`config.mk`:
```
export PLATFORM = sky130hd
export DESIGN_NAME = keyed_reference_count_table_unit
export DESIGN_NICKNAME = d
export VERILOG_FILES = /design/src/hw/rtl/krct_pkg.sv /design/src/hw/rtl/krct_ctrl.sv /design/src/hw/rtl/krct_datapath.sv /design/src/hw/rtl/keyed_reference_count_table_unit.sv
export SDC_FILE = /design/constraint.sdc
export NUM_CORES = 2
export LEC_CHECK = 0
export ABC_AREA = 1
export ABC_CLOCK_PERIOD_IN_PS = 17200
export BUFFER_PORTS_ARGS = -buffer_cell sky130_fd_sc_hd__buf_2
export CORE_UTILIZATION = 40
export DETAILED_ROUTE_END_ITERATION = 7
export SLEW_MARGIN = 20
export SYNTH_ARGS = -nofsm -noshare
export SYNTH_HDL_FRONTEND = slang
export SYNTH_HIERARCHICAL = 1
export SYNTH_SLANG_ARGS = --single-unit
export TNS_END_PERCENT = 5
```
`constraint.sdc`:
```
create_clock -name i_clk -period 17.2 [get_ports i_clk]
set_input_delay 3.44 -clock i_clk [delete_from_list [all_inputs] [get_ports i_clk]]
set_output_delay 3.44 -clock i_clk [all_outputs]
set_load 0.01 [all_outputs]
```
`src/hw/rtl/krct_pkg.sv`:
```
`default_nettype none
package krct_pkg;

    localparam int TABLE_ENTRIES = 16;
    localparam int COUNT_BITS    = 16;
    localparam int KEY_BITS      = 64;
    localparam int IDX_BITS      = $clog2(TABLE_ENTRIES);

    localparam int OP_W     = 2;
    localparam int KEY_W    = 64;
    localparam int OUT_CNT_W = 16;
    localparam int STATUS_W = 2;

    localparam logic [OP_W-1:0] OP_INC   = 2'd0;
    localparam logic [OP_W-1:0] OP_DEC   = 2'd1;
    localparam logic [OP_W-1:0] OP_QUERY = 2'd2;

    localparam logic [STATUS_W-1:0] ST_OK        = 2'd0;
    localparam logic [STATUS_W-1:0] ST_NOT_FOUND = 2'd1;
    localparam logic [STATUS_W-1:0] ST_FULL      = 2'd2;
    localparam logic [STATUS_W-1:0] ST_SATURATED = 2'd3;

    typedef logic [COUNT_BITS-1:0] t_count;
    typedef logic [KEY_BITS-1:0]   t_key;
    typedef logic [IDX_BITS-1:0]   t_idx;

    localparam t_count COUNT_MAX = {COUNT_BITS{1'b1}};

    typedef struct packed {
        logic capture;
        logic lookup;
        logic exec;
    } t_dp_cmd;

    typedef struct packed {
        logic out_stall;
    } t_dp_status;

endpackage
`default_nettype wire

```
`src/hw/rtl/krct_ctrl.sv`:
```
`default_nettype none
module krct_ctrl
    import krct_pkg::*;
(
    input  wire logic       i_clk,
    input  wire logic       i_rst_n,
    input  wire logic       i_valid,
    output logic            o_ready,
    input  wire t_dp_status i_status,
    output t_dp_cmd         o_cmd
);

    localparam logic [1:0] S_IDLE   = 2'd0;
    localparam logic [1:0] S_LOOKUP = 2'd1;
    localparam logic [1:0] S_EXEC   = 2'd2;

    logic [1:0] r_state;
    logic [1:0] n_state;

    always_comb begin
        n_state = r_state;
        case (r_state)
            S_IDLE: begin
                if (i_valid) n_state = S_LOOKUP;
            end
            S_LOOKUP: begin
                n_state = S_EXEC;
            end
            S_EXEC: begin
                if (!i_status.out_stall) n_state = S_IDLE;
            end
            default: begin
                n_state = S_IDLE;
            end
        endcase
    end

    always_ff @(posedge i_clk) begin
        if (!i_rst_n) begin
            r_state <= S_IDLE;
        end else begin
            r_state <= n_state;
        end
    end

    assign o_ready       = (r_state == S_IDLE);
    assign o_cmd.capture = (r_state == S_IDLE) && i_valid;
    assign o_cmd.lookup  = (r_state == S_LOOKUP);
    assign o_cmd.exec    = (r_state == S_EXEC) && !i_status.out_stall;

    a_accept_to_lookup: assert property (@(posedge i_clk) disable iff (!i_rst_n)
        o_cmd.capture |=> r_state == S_LOOKUP)
        else $error("accepted transaction did not start lookup");

    a_lookup_to_exec: assert property (@(posedge i_clk) disable iff (!i_rst_n)
        o_cmd.lookup |=> r_state == S_EXEC)
        else $error("lookup not followed by execute");

    a_one_cmd: assert property (@(posedge i_clk) disable iff (!i_rst_n)
        $onehot0({o_cmd.capture, o_cmd.lookup, o_cmd.exec}))
        else $error("overlapping datapath commands");

endmodule
`default_nettype wire

```
`src/hw/rtl/krct_datapath.sv`:
```
`default_nettype none
module krct_datapath
    import krct_pkg::*;
(
    input  wire logic                 i_clk,
    input  wire logic                 i_rst_n,
    input  wire t_dp_cmd              i_cmd,
    output t_dp_status                o_status,
    input  wire logic [OP_W-1:0]      i_operation,
    input  wire logic [KEY_W-1:0]     i_handle_key,
    output logic                      o_valid,
    input  wire logic                 i_ready,
    output logic [OUT_CNT_W-1:0]      o_count_value,
    output logic [STATUS_W-1:0]       o_status_code
);

    logic [TABLE_ENTRIES-1:0] r_entry_valid;
    t_key                     r_entry_keys   [TABLE_ENTRIES];
    t_count                   r_entry_counts [TABLE_ENTRIES];

    logic [OP_W-1:0] r_op;
    t_key            r_key;

    logic   r_hit;
    t_idx   r_hit_idx;
    logic   r_free_found;
    t_idx   r_free_idx;
    t_count r_cnt;

    logic                r_out_valid;
    t_count              r_out_count;
    logic [STATUS_W-1:0] r_out_status;

    logic [TABLE_ENTRIES-1:0] w_match;
    logic                     w_hit;
    t_idx                     w_hit_idx;
    logic                     w_free_found;
    t_idx                     w_free_idx;

    always_comb begin
        w_hit        = 1'b0;
        w_hit_idx    = '0;
        w_free_found = 1'b0;
        w_free_idx   = '0;
        for (int i = 0; i < TABLE_ENTRIES; i++) begin
            w_match[i] = r_entry_valid[i] && (r_entry_keys[i] == r_key);
        end
        for (int i = TABLE_ENTRIES - 1; i >= 0; i--) begin
            if (w_match[i]) begin
                w_hit     = 1'b1;
                w_hit_idx = IDX_BITS'(i);
            end
            if (!r_entry_valid[i]) begin
                w_free_found = 1'b1;
                w_free_idx   = IDX_BITS'(i);
            end
        end
    end

    always_ff @(posedge i_clk) begin
        if (i_cmd.capture) begin
            r_op  <= i_operation;
            r_key <= i_handle_key[KEY_BITS-1:0];
        end
        if (i_cmd.lookup) begin
            r_hit        <= w_hit;
            r_hit_idx    <= w_hit_idx;
            r_free_found <= w_free_found;
            r_free_idx   <= w_free_idx;
            r_cnt        <= r_entry_counts[w_hit_idx];
        end
    end

    logic                n_out_valid;
    t_count              n_out_count;
    logic [STATUS_W-1:0] n_out_status;
    logic                w_wr_cnt;
    logic                w_wr_key;
    logic                w_set_valid;
    logic                w_clr_valid;
    t_idx                w_wr_idx;
    t_count              w_wr_val;

    always_comb begin
        n_out_count  = '0;
        n_out_status = ST_OK;
        w_wr_cnt     = 1'b0;
        w_wr_key     = 1'b0;
        w_set_valid  = 1'b0;
        w_clr_valid  = 1'b0;
        w_wr_idx     = r_hit_idx;
        w_wr_val     = '0;
        case (r_op)
            OP_INC: begin
                if (!r_hit) begin
                    if (!r_free_found) begin
                        n_out_status = ST_FULL;
                    end else begin
                        w_wr_idx    = r_free_idx;
                        w_wr_cnt    = 1'b1;
                        w_wr_key    = 1'b1;
                        w_set_valid = 1'b1;
                        w_wr_val    = COUNT_BITS'(1);
                        n_out_count = COUNT_BITS'(1);
                    end
                end else if (r_cnt == COUNT_MAX) begin
                    n_out_count  = r_cnt;
                    n_out_status = ST_SATURATED;
                end else begin
                    w_wr_cnt    = 1'b1;
                    w_wr_val    = r_cnt + COUNT_BITS'(1);
                    n_out_count = r_cnt + COUNT_BITS'(1);
                end
            end
            OP_DEC: begin
                if (!r_hit) begin
                    n_out_status = ST_NOT_FOUND;
                end else if (r_cnt > COUNT_BITS'(1)) begin
                    w_wr_cnt    = 1'b1;
                    w_wr_val    = r_cnt - COUNT_BITS'(1);
                    n_out_count = r_cnt - COUNT_BITS'(1);
                end else begin
                    w_wr_cnt    = 1'b1;
                    w_clr_valid = 1'b1;
                end
            end
            default: begin
                if (r_hit) n_out_count = r_cnt;
            end
        endcase
    end

    always_ff @(posedge i_clk) begin
        if (i_cmd.exec) begin
            if (w_wr_cnt) r_entry_counts[w_wr_idx] <= w_wr_val;
            if (w_wr_key) r_entry_keys[w_wr_idx]   <= r_key;
            r_out_count  <= n_out_count;
            r_out_status <= n_out_status;
        end
    end

    always_comb begin
        n_out_valid = r_out_valid;
        if (r_out_valid && i_ready) n_out_valid = 1'b0;
        if (i_cmd.exec)             n_out_valid = 1'b1;
    end

    always_ff @(posedge i_clk) begin
        if (!i_rst_n) begin
            r_entry_valid <= '0;
            r_out_valid   <= 1'b0;
        end else begin
            r_out_valid <= n_out_valid;
            if (i_cmd.exec && w_set_valid) r_entry_valid[w_wr_idx] <= 1'b1;
            if (i_cmd.exec && w_clr_valid) r_entry_valid[w_wr_idx] <= 1'b0;
        end
    end

    logic [63:0] w_out_wide;
    assign w_out_wide = 64'(r_out_count);

    assign o_status.out_stall = r_out_valid && !i_ready;
    assign o_valid            = r_out_valid;
    assign o_count_value      = w_out_wide[OUT_CNT_W-1:0];
    assign o_status_code      = r_out_status;

    a_unique_keys: assert property (@(posedge i_clk) disable iff (!i_rst_n)
        $countones(w_match) <= 1)
        else $error("key present in more than one entry");

    a_fail_zero: assert property (@(posedge i_clk) disable iff (!i_rst_n)
        r_out_valid && (r_out_status == ST_NOT_FOUND || r_out_status == ST_FULL)
        |-> r_out_count == '0)
        else $error("failed transaction returned nonzero count");

    a_no_overwrite: assert property (@(posedge i_clk) disable iff (!i_rst_n)
        i_cmd.exec |-> !(r_out_valid && !i_ready))
        else $error("result overwritten before it was taken");

endmodule
`default_nettype wire

```
`src/hw/rtl/keyed_reference_count_table_unit.sv`:
```
// The controller runs a capture/match/update sequence: an accepted transaction is
// captured, matched against the table, then applied, which registers the result as valid;
// o_ready stays low until the update is done, and a stalled result holds the update step.
// Reset: synchronous active-low i_rst_n clears all entry valid bits and the output
// valid; keys and counts are not reset and are read only for valid entries.
`default_nettype none
module keyed_reference_count_table_unit
    import krct_pkg::*;
(
    input  wire logic                 i_clk,
    input  wire logic                 i_rst_n,
    input  wire logic                 i_valid,
    output logic                      o_ready,
    input  wire logic [OP_W-1:0]      i_operation,
    input  wire logic [KEY_W-1:0]     i_handle_key,
    output logic                      o_valid,
    input  wire logic                 i_ready,
    output logic [OUT_CNT_W-1:0]      o_count_value,
    output logic [STATUS_W-1:0]       o_status
);

    t_dp_cmd    w_cmd;
    t_dp_status w_dp_status;

    krct_ctrl u_ctrl (
        .i_clk    (i_clk),
        .i_rst_n  (i_rst_n),
        .i_valid  (i_valid),
        .o_ready  (o_ready),
        .i_status (w_dp_status),
        .o_cmd    (w_cmd)
    );

    krct_datapath u_datapath (
        .i_clk         (i_clk),
        .i_rst_n       (i_rst_n),
        .i_cmd         (w_cmd),
        .o_status      (w_dp_status),
        .i_operation   (i_operation),
        .i_handle_key  (i_handle_key),
        .o_valid       (o_valid),
        .i_ready       (i_ready),
        .o_count_value (o_count_value),
        .o_status_code (o_status)
    );

endmodule
`default_nettype wire
```
==> run summary <==
final setup vio count -> 0
Pwr Total -> 7.48 mW
Clock Skew -> 0.0525 ns
placed instance area -> 63000 um^2
Seq pwr share -> 50.9%
switching power -> 1.79 mW
largest net degree at the start of global routing -> 97
final net count -> 5092
die area -> 152000 um^2
DP Wirelength -> 138000 um
Hold-fix buffers, CTS -> 0
row count -> 141
antenna violations before repair -> 28
endpoints failing hold -> 0
total number of vias -> 43558
number of flops mapped to enable cells by yosys -> 1390
status -> finished with violations
Post-Syn Area -> 60000 um^2
Hold Path End -> u_ctrl/r_state[1]
largest cells by area after synthesis -> edfxtp_1, nand2_1, o21ai_0
Most used DFF post-synth -> edfxtp_1
Compound-Gate Fraction of Synth Area -> 7.87%
most common cell in the netlist -> edfxtp_1
Die H -> 389 um
via/cell ratio -> 6.16
hold_ws -> 0.507 ns
Critical Path RT -> 17.75 ns
vias in the first global route -> 40162
dominant cell type by area after synthesis -> edfxtp_1
Least-Margin Pin Slew -> 1.30 ns
CP Max Fanout -> 80
Area Overhead vs Synth -> 12.8%
adder-cell share of the synthesized area -> 0.0834%
syn nets -> 4902
Synth Instances -> 4828
Post-Synth XOR/XNOR Area -> 4.37%
first-pass GRT wire length -> 310000 um
FF-to-FF Start -> u_datapath/r_key[50]
final setup TNS -> 0 ns
Worst-Skew Late Latency -> 0.80 ns
GP Congestion -> 0.961
synth cell count leaders -> edfxtp_1, nand2_1, nor2_1, o21ai_0, nand3_1
drt wl/cell -> 32.3 um
minimum clock period after layout -> 6.65 ns
Root Buffer -> clkbuf_16
H-tree depth -> 4
#FFs+latches synth -> 1409
Async SR Flop Fraction -> 0%
post-synthesis mux area share -> 0%
Leakage -> 23.3 nW
Bufs on Longest Clock Path -> 3
r2r worst-path depth -> 26
Core ar. -> 148000 um^2
Starting Density -> 40.5%
Final Cycle Share -> 38.6%
drt pass-1 iters -> 8
Fmax -> 150 MHz
share of cells above drive strength 1 -> 11.7%
I/O pin total -> 90
Power Density -> 110 nW/um^2
CTS tree -> done
cell area after layout -> 67700 um^2
clock sinks -> 1409
failing checks -> DRC
clock share of power -> 42.4%
Fillers -> 13329
worst path arrival time -> 7.19 ns
Worst setup SP type -> register
DRC marker count from the first detailed-route iteration -> 8270
Slew Limit Fails -> 0
Post-Synth Simple-Gate Area -> 13.9%
# DRC -> 2
top cell type's share of synthesized area -> 69.6%
reg-to-reg slack, setup -> 10.55 ns
Num CTS Buffers -> 150
sequential area share after synthesis -> 70.2%
combinational family with the most area after synthesis -> simple AND/OR/NAND/NOR gates
Sw Ratio -> 24.0%
Int Pwr -> 5.68 mW
final wirelength -> 228000 um
combinational share of power -> 6.7%
Worst slew margin -> 13.2%
FF-to-FF End -> u_datapath/r_cnt[4]
Hold Crit Class -> register to register
Post-CTS Setup Bufs -> 0
Tot GR Track Use -> 29.6%
Post-CTS Resized -> 0
critical path type -> register to register
Netlist cell types -> 59
RSZ-0062 raised after global routing -> false
Max IR drop VDD -> 0.0956 mV
die width -> 389 um
Yosys warning total -> 6
Port Buffers -> 89
Clock transition at path regs -> 0.06 ns
total gr overflow -> 0
Hold Crit Start -> u_ctrl/r_state[1]
Post-DRT Antenna Nets -> 0
Max-cap violations -> 0
syn avg cell area -> 12.4 um^2
hold path cells -> 2
crit end category -> register
==> power by group through the flow <==
stage	registers, mW	logic [mW]	clock network (mW)
after floorplan	3.89	0.193	0
after global placement	3.87	0.471	0
after global routing	3.80	0.497	3.31
after CTS	3.80	0.475	3.19
final	3.80	0.501	3.17
after detailed placement	3.87	0.474	0
==> final cells by class <==
class | count | area [um^2] | share of cell area (%)
well taps | 1930 | 2410 | 3.57
repair buffers | 253 | 1700 | 2.51
clock buffers | 197 | 4030 | 5.95
inverters | 213 | 800 | 1.18
multi-input cells | 2991 | 15900 | 23.5
clock inverters | 68 | 676 | 0.998
diodes | 7 | 17.5 | 0.0259
flip-flops and latches | 1409 | 42100 | 62.2
==> how the worst max path moves through the flow <==
stage                         start                          end  slack (ns)  cells past startpoint
3_5_place_dp   u_datapath/r_key[50]         u_datapath/r_cnt[13]       10.93                     26
4_1_cts        u_datapath/r_key[50]         u_datapath/r_cnt[13]       10.89                     26
2_1_floorplan               i_ready  u_datapath/r_entry_valid[0]        8.20                      6
3_3_place_gp   u_datapath/r_key[50]         u_datapath/r_cnt[13]       10.85                     26
5_1_grt         u_datapath/r_key[3]          u_datapath/r_cnt[1]       10.43                     34
6_report       u_datapath/r_key[50]          u_datapath/r_cnt[4]       10.55                     26
==> flip-flops by register name, summed over array words and instances, names as in the netlist <==
signal / count
u_datapath/o_valid: 1
u_datapath/r_key: 64
u_datapath/r_hit: 1
u_datapath/r_free_found: 1
u_datapath/r_op: 2
u_datapath/r_entry_valid: 16
u_ctrl/r_state: 2
u_datapath/r_free_idx: 4
u_datapath/r_cnt: 16
u_datapath/o_count_value: 16
u_datapath/r_entry_keys: 1024
u_datapath/r_hit_idx: 4
u_datapath/o_status_code: 2
u_datapath/r_entry_counts: 256
==> through the flow <==
| stage | setup WS [ns] | utilization (%) | std cells |
|---|---|---|---|
| floorplan | 8.20 | - | 4828 |
| global placement | 10.85 | 42.5 | 6796 |
| detailed placement | 10.93 | 42.5 | 6796 |
| CTS | 10.89 | 45.7 | 7061 |
| global route | 10.43 | 45.7 | 7063 |
| finish | 10.55 | 45.7 | 7068 |
==> cells by family after synthesis <==
family / Yosys count
and+or+nand+nor: 1953
adders and majority gates: 4
buffers and inverters: 428
xor gates and xnor gates: 299
AOI/OAI and AO/OA: 735
DFF: 1409
==> layout by cell type, fill, tap and decap left out, types with 9 or more instances in the layout <==
cell / instances
clkbuf_16: 154
bufinv_16: 9
o221a_2: 16
nor2_2: 17
nand4_1: 65
nor2_4: 17
a21oi_1: 22
a221oi_1: 59
o2111ai_1: 16
inv_2: 55
o22ai_1: 157
inv_1: 156
clkbuf_1: 42
o21ai_1: 35
buf_4: 162
a211oi_1: 26
clkinv_1: 29
nand3_1: 283
buf_2: 89
a22o_1: 74
edfxtp_1: 1390
dfxtp_1: 19
or2_2: 35
xnor2_1: 164
nor4_1: 91
nand2_1: 1089
o21ai_0: 293
nor2_1: 295
xor2_1: 135
nor3_1: 26
clkinv_2: 20
nor4b_1: 10
==> routing by layer <==
metal	vias to the layer above	wire (um)	track usage (%)
li1	17930	-	-
met1	21463	83000	39.3
met2	3478	99200	44.1
met3	681	31000	7.04
met4	6	15000	17.3
met5	-	36	0
==> worst max-delay path: stages, from the launching register on <==
cell and delay (ns):
edfxtp_1 0.32, buf_4 0.36, buf_4 0.38, inv_1 0.53, nand2_1 0.28, o21ai_0 0.23
a211oi_1 0.32, o2111ai_1 0.21, nor2_1 0.38, nand3_1 0.23, nand2_1 0.13, nand2_1 0.08
nand2_1 0.12, nand2_1 0.08, nand2_1 0.13, nand2_1 0.09, nand2_2 0.09, nand2_4 0.16
nand2_4 0.52, buf_4 0.82, inv_2 0.32, nand2_1 0.17, nand2_1 0.07, nand2_1 0.05
nand3_1 0.07, nand3_1 0.12, nand2_1 0.06
Power figures use the tool's default switching activity.
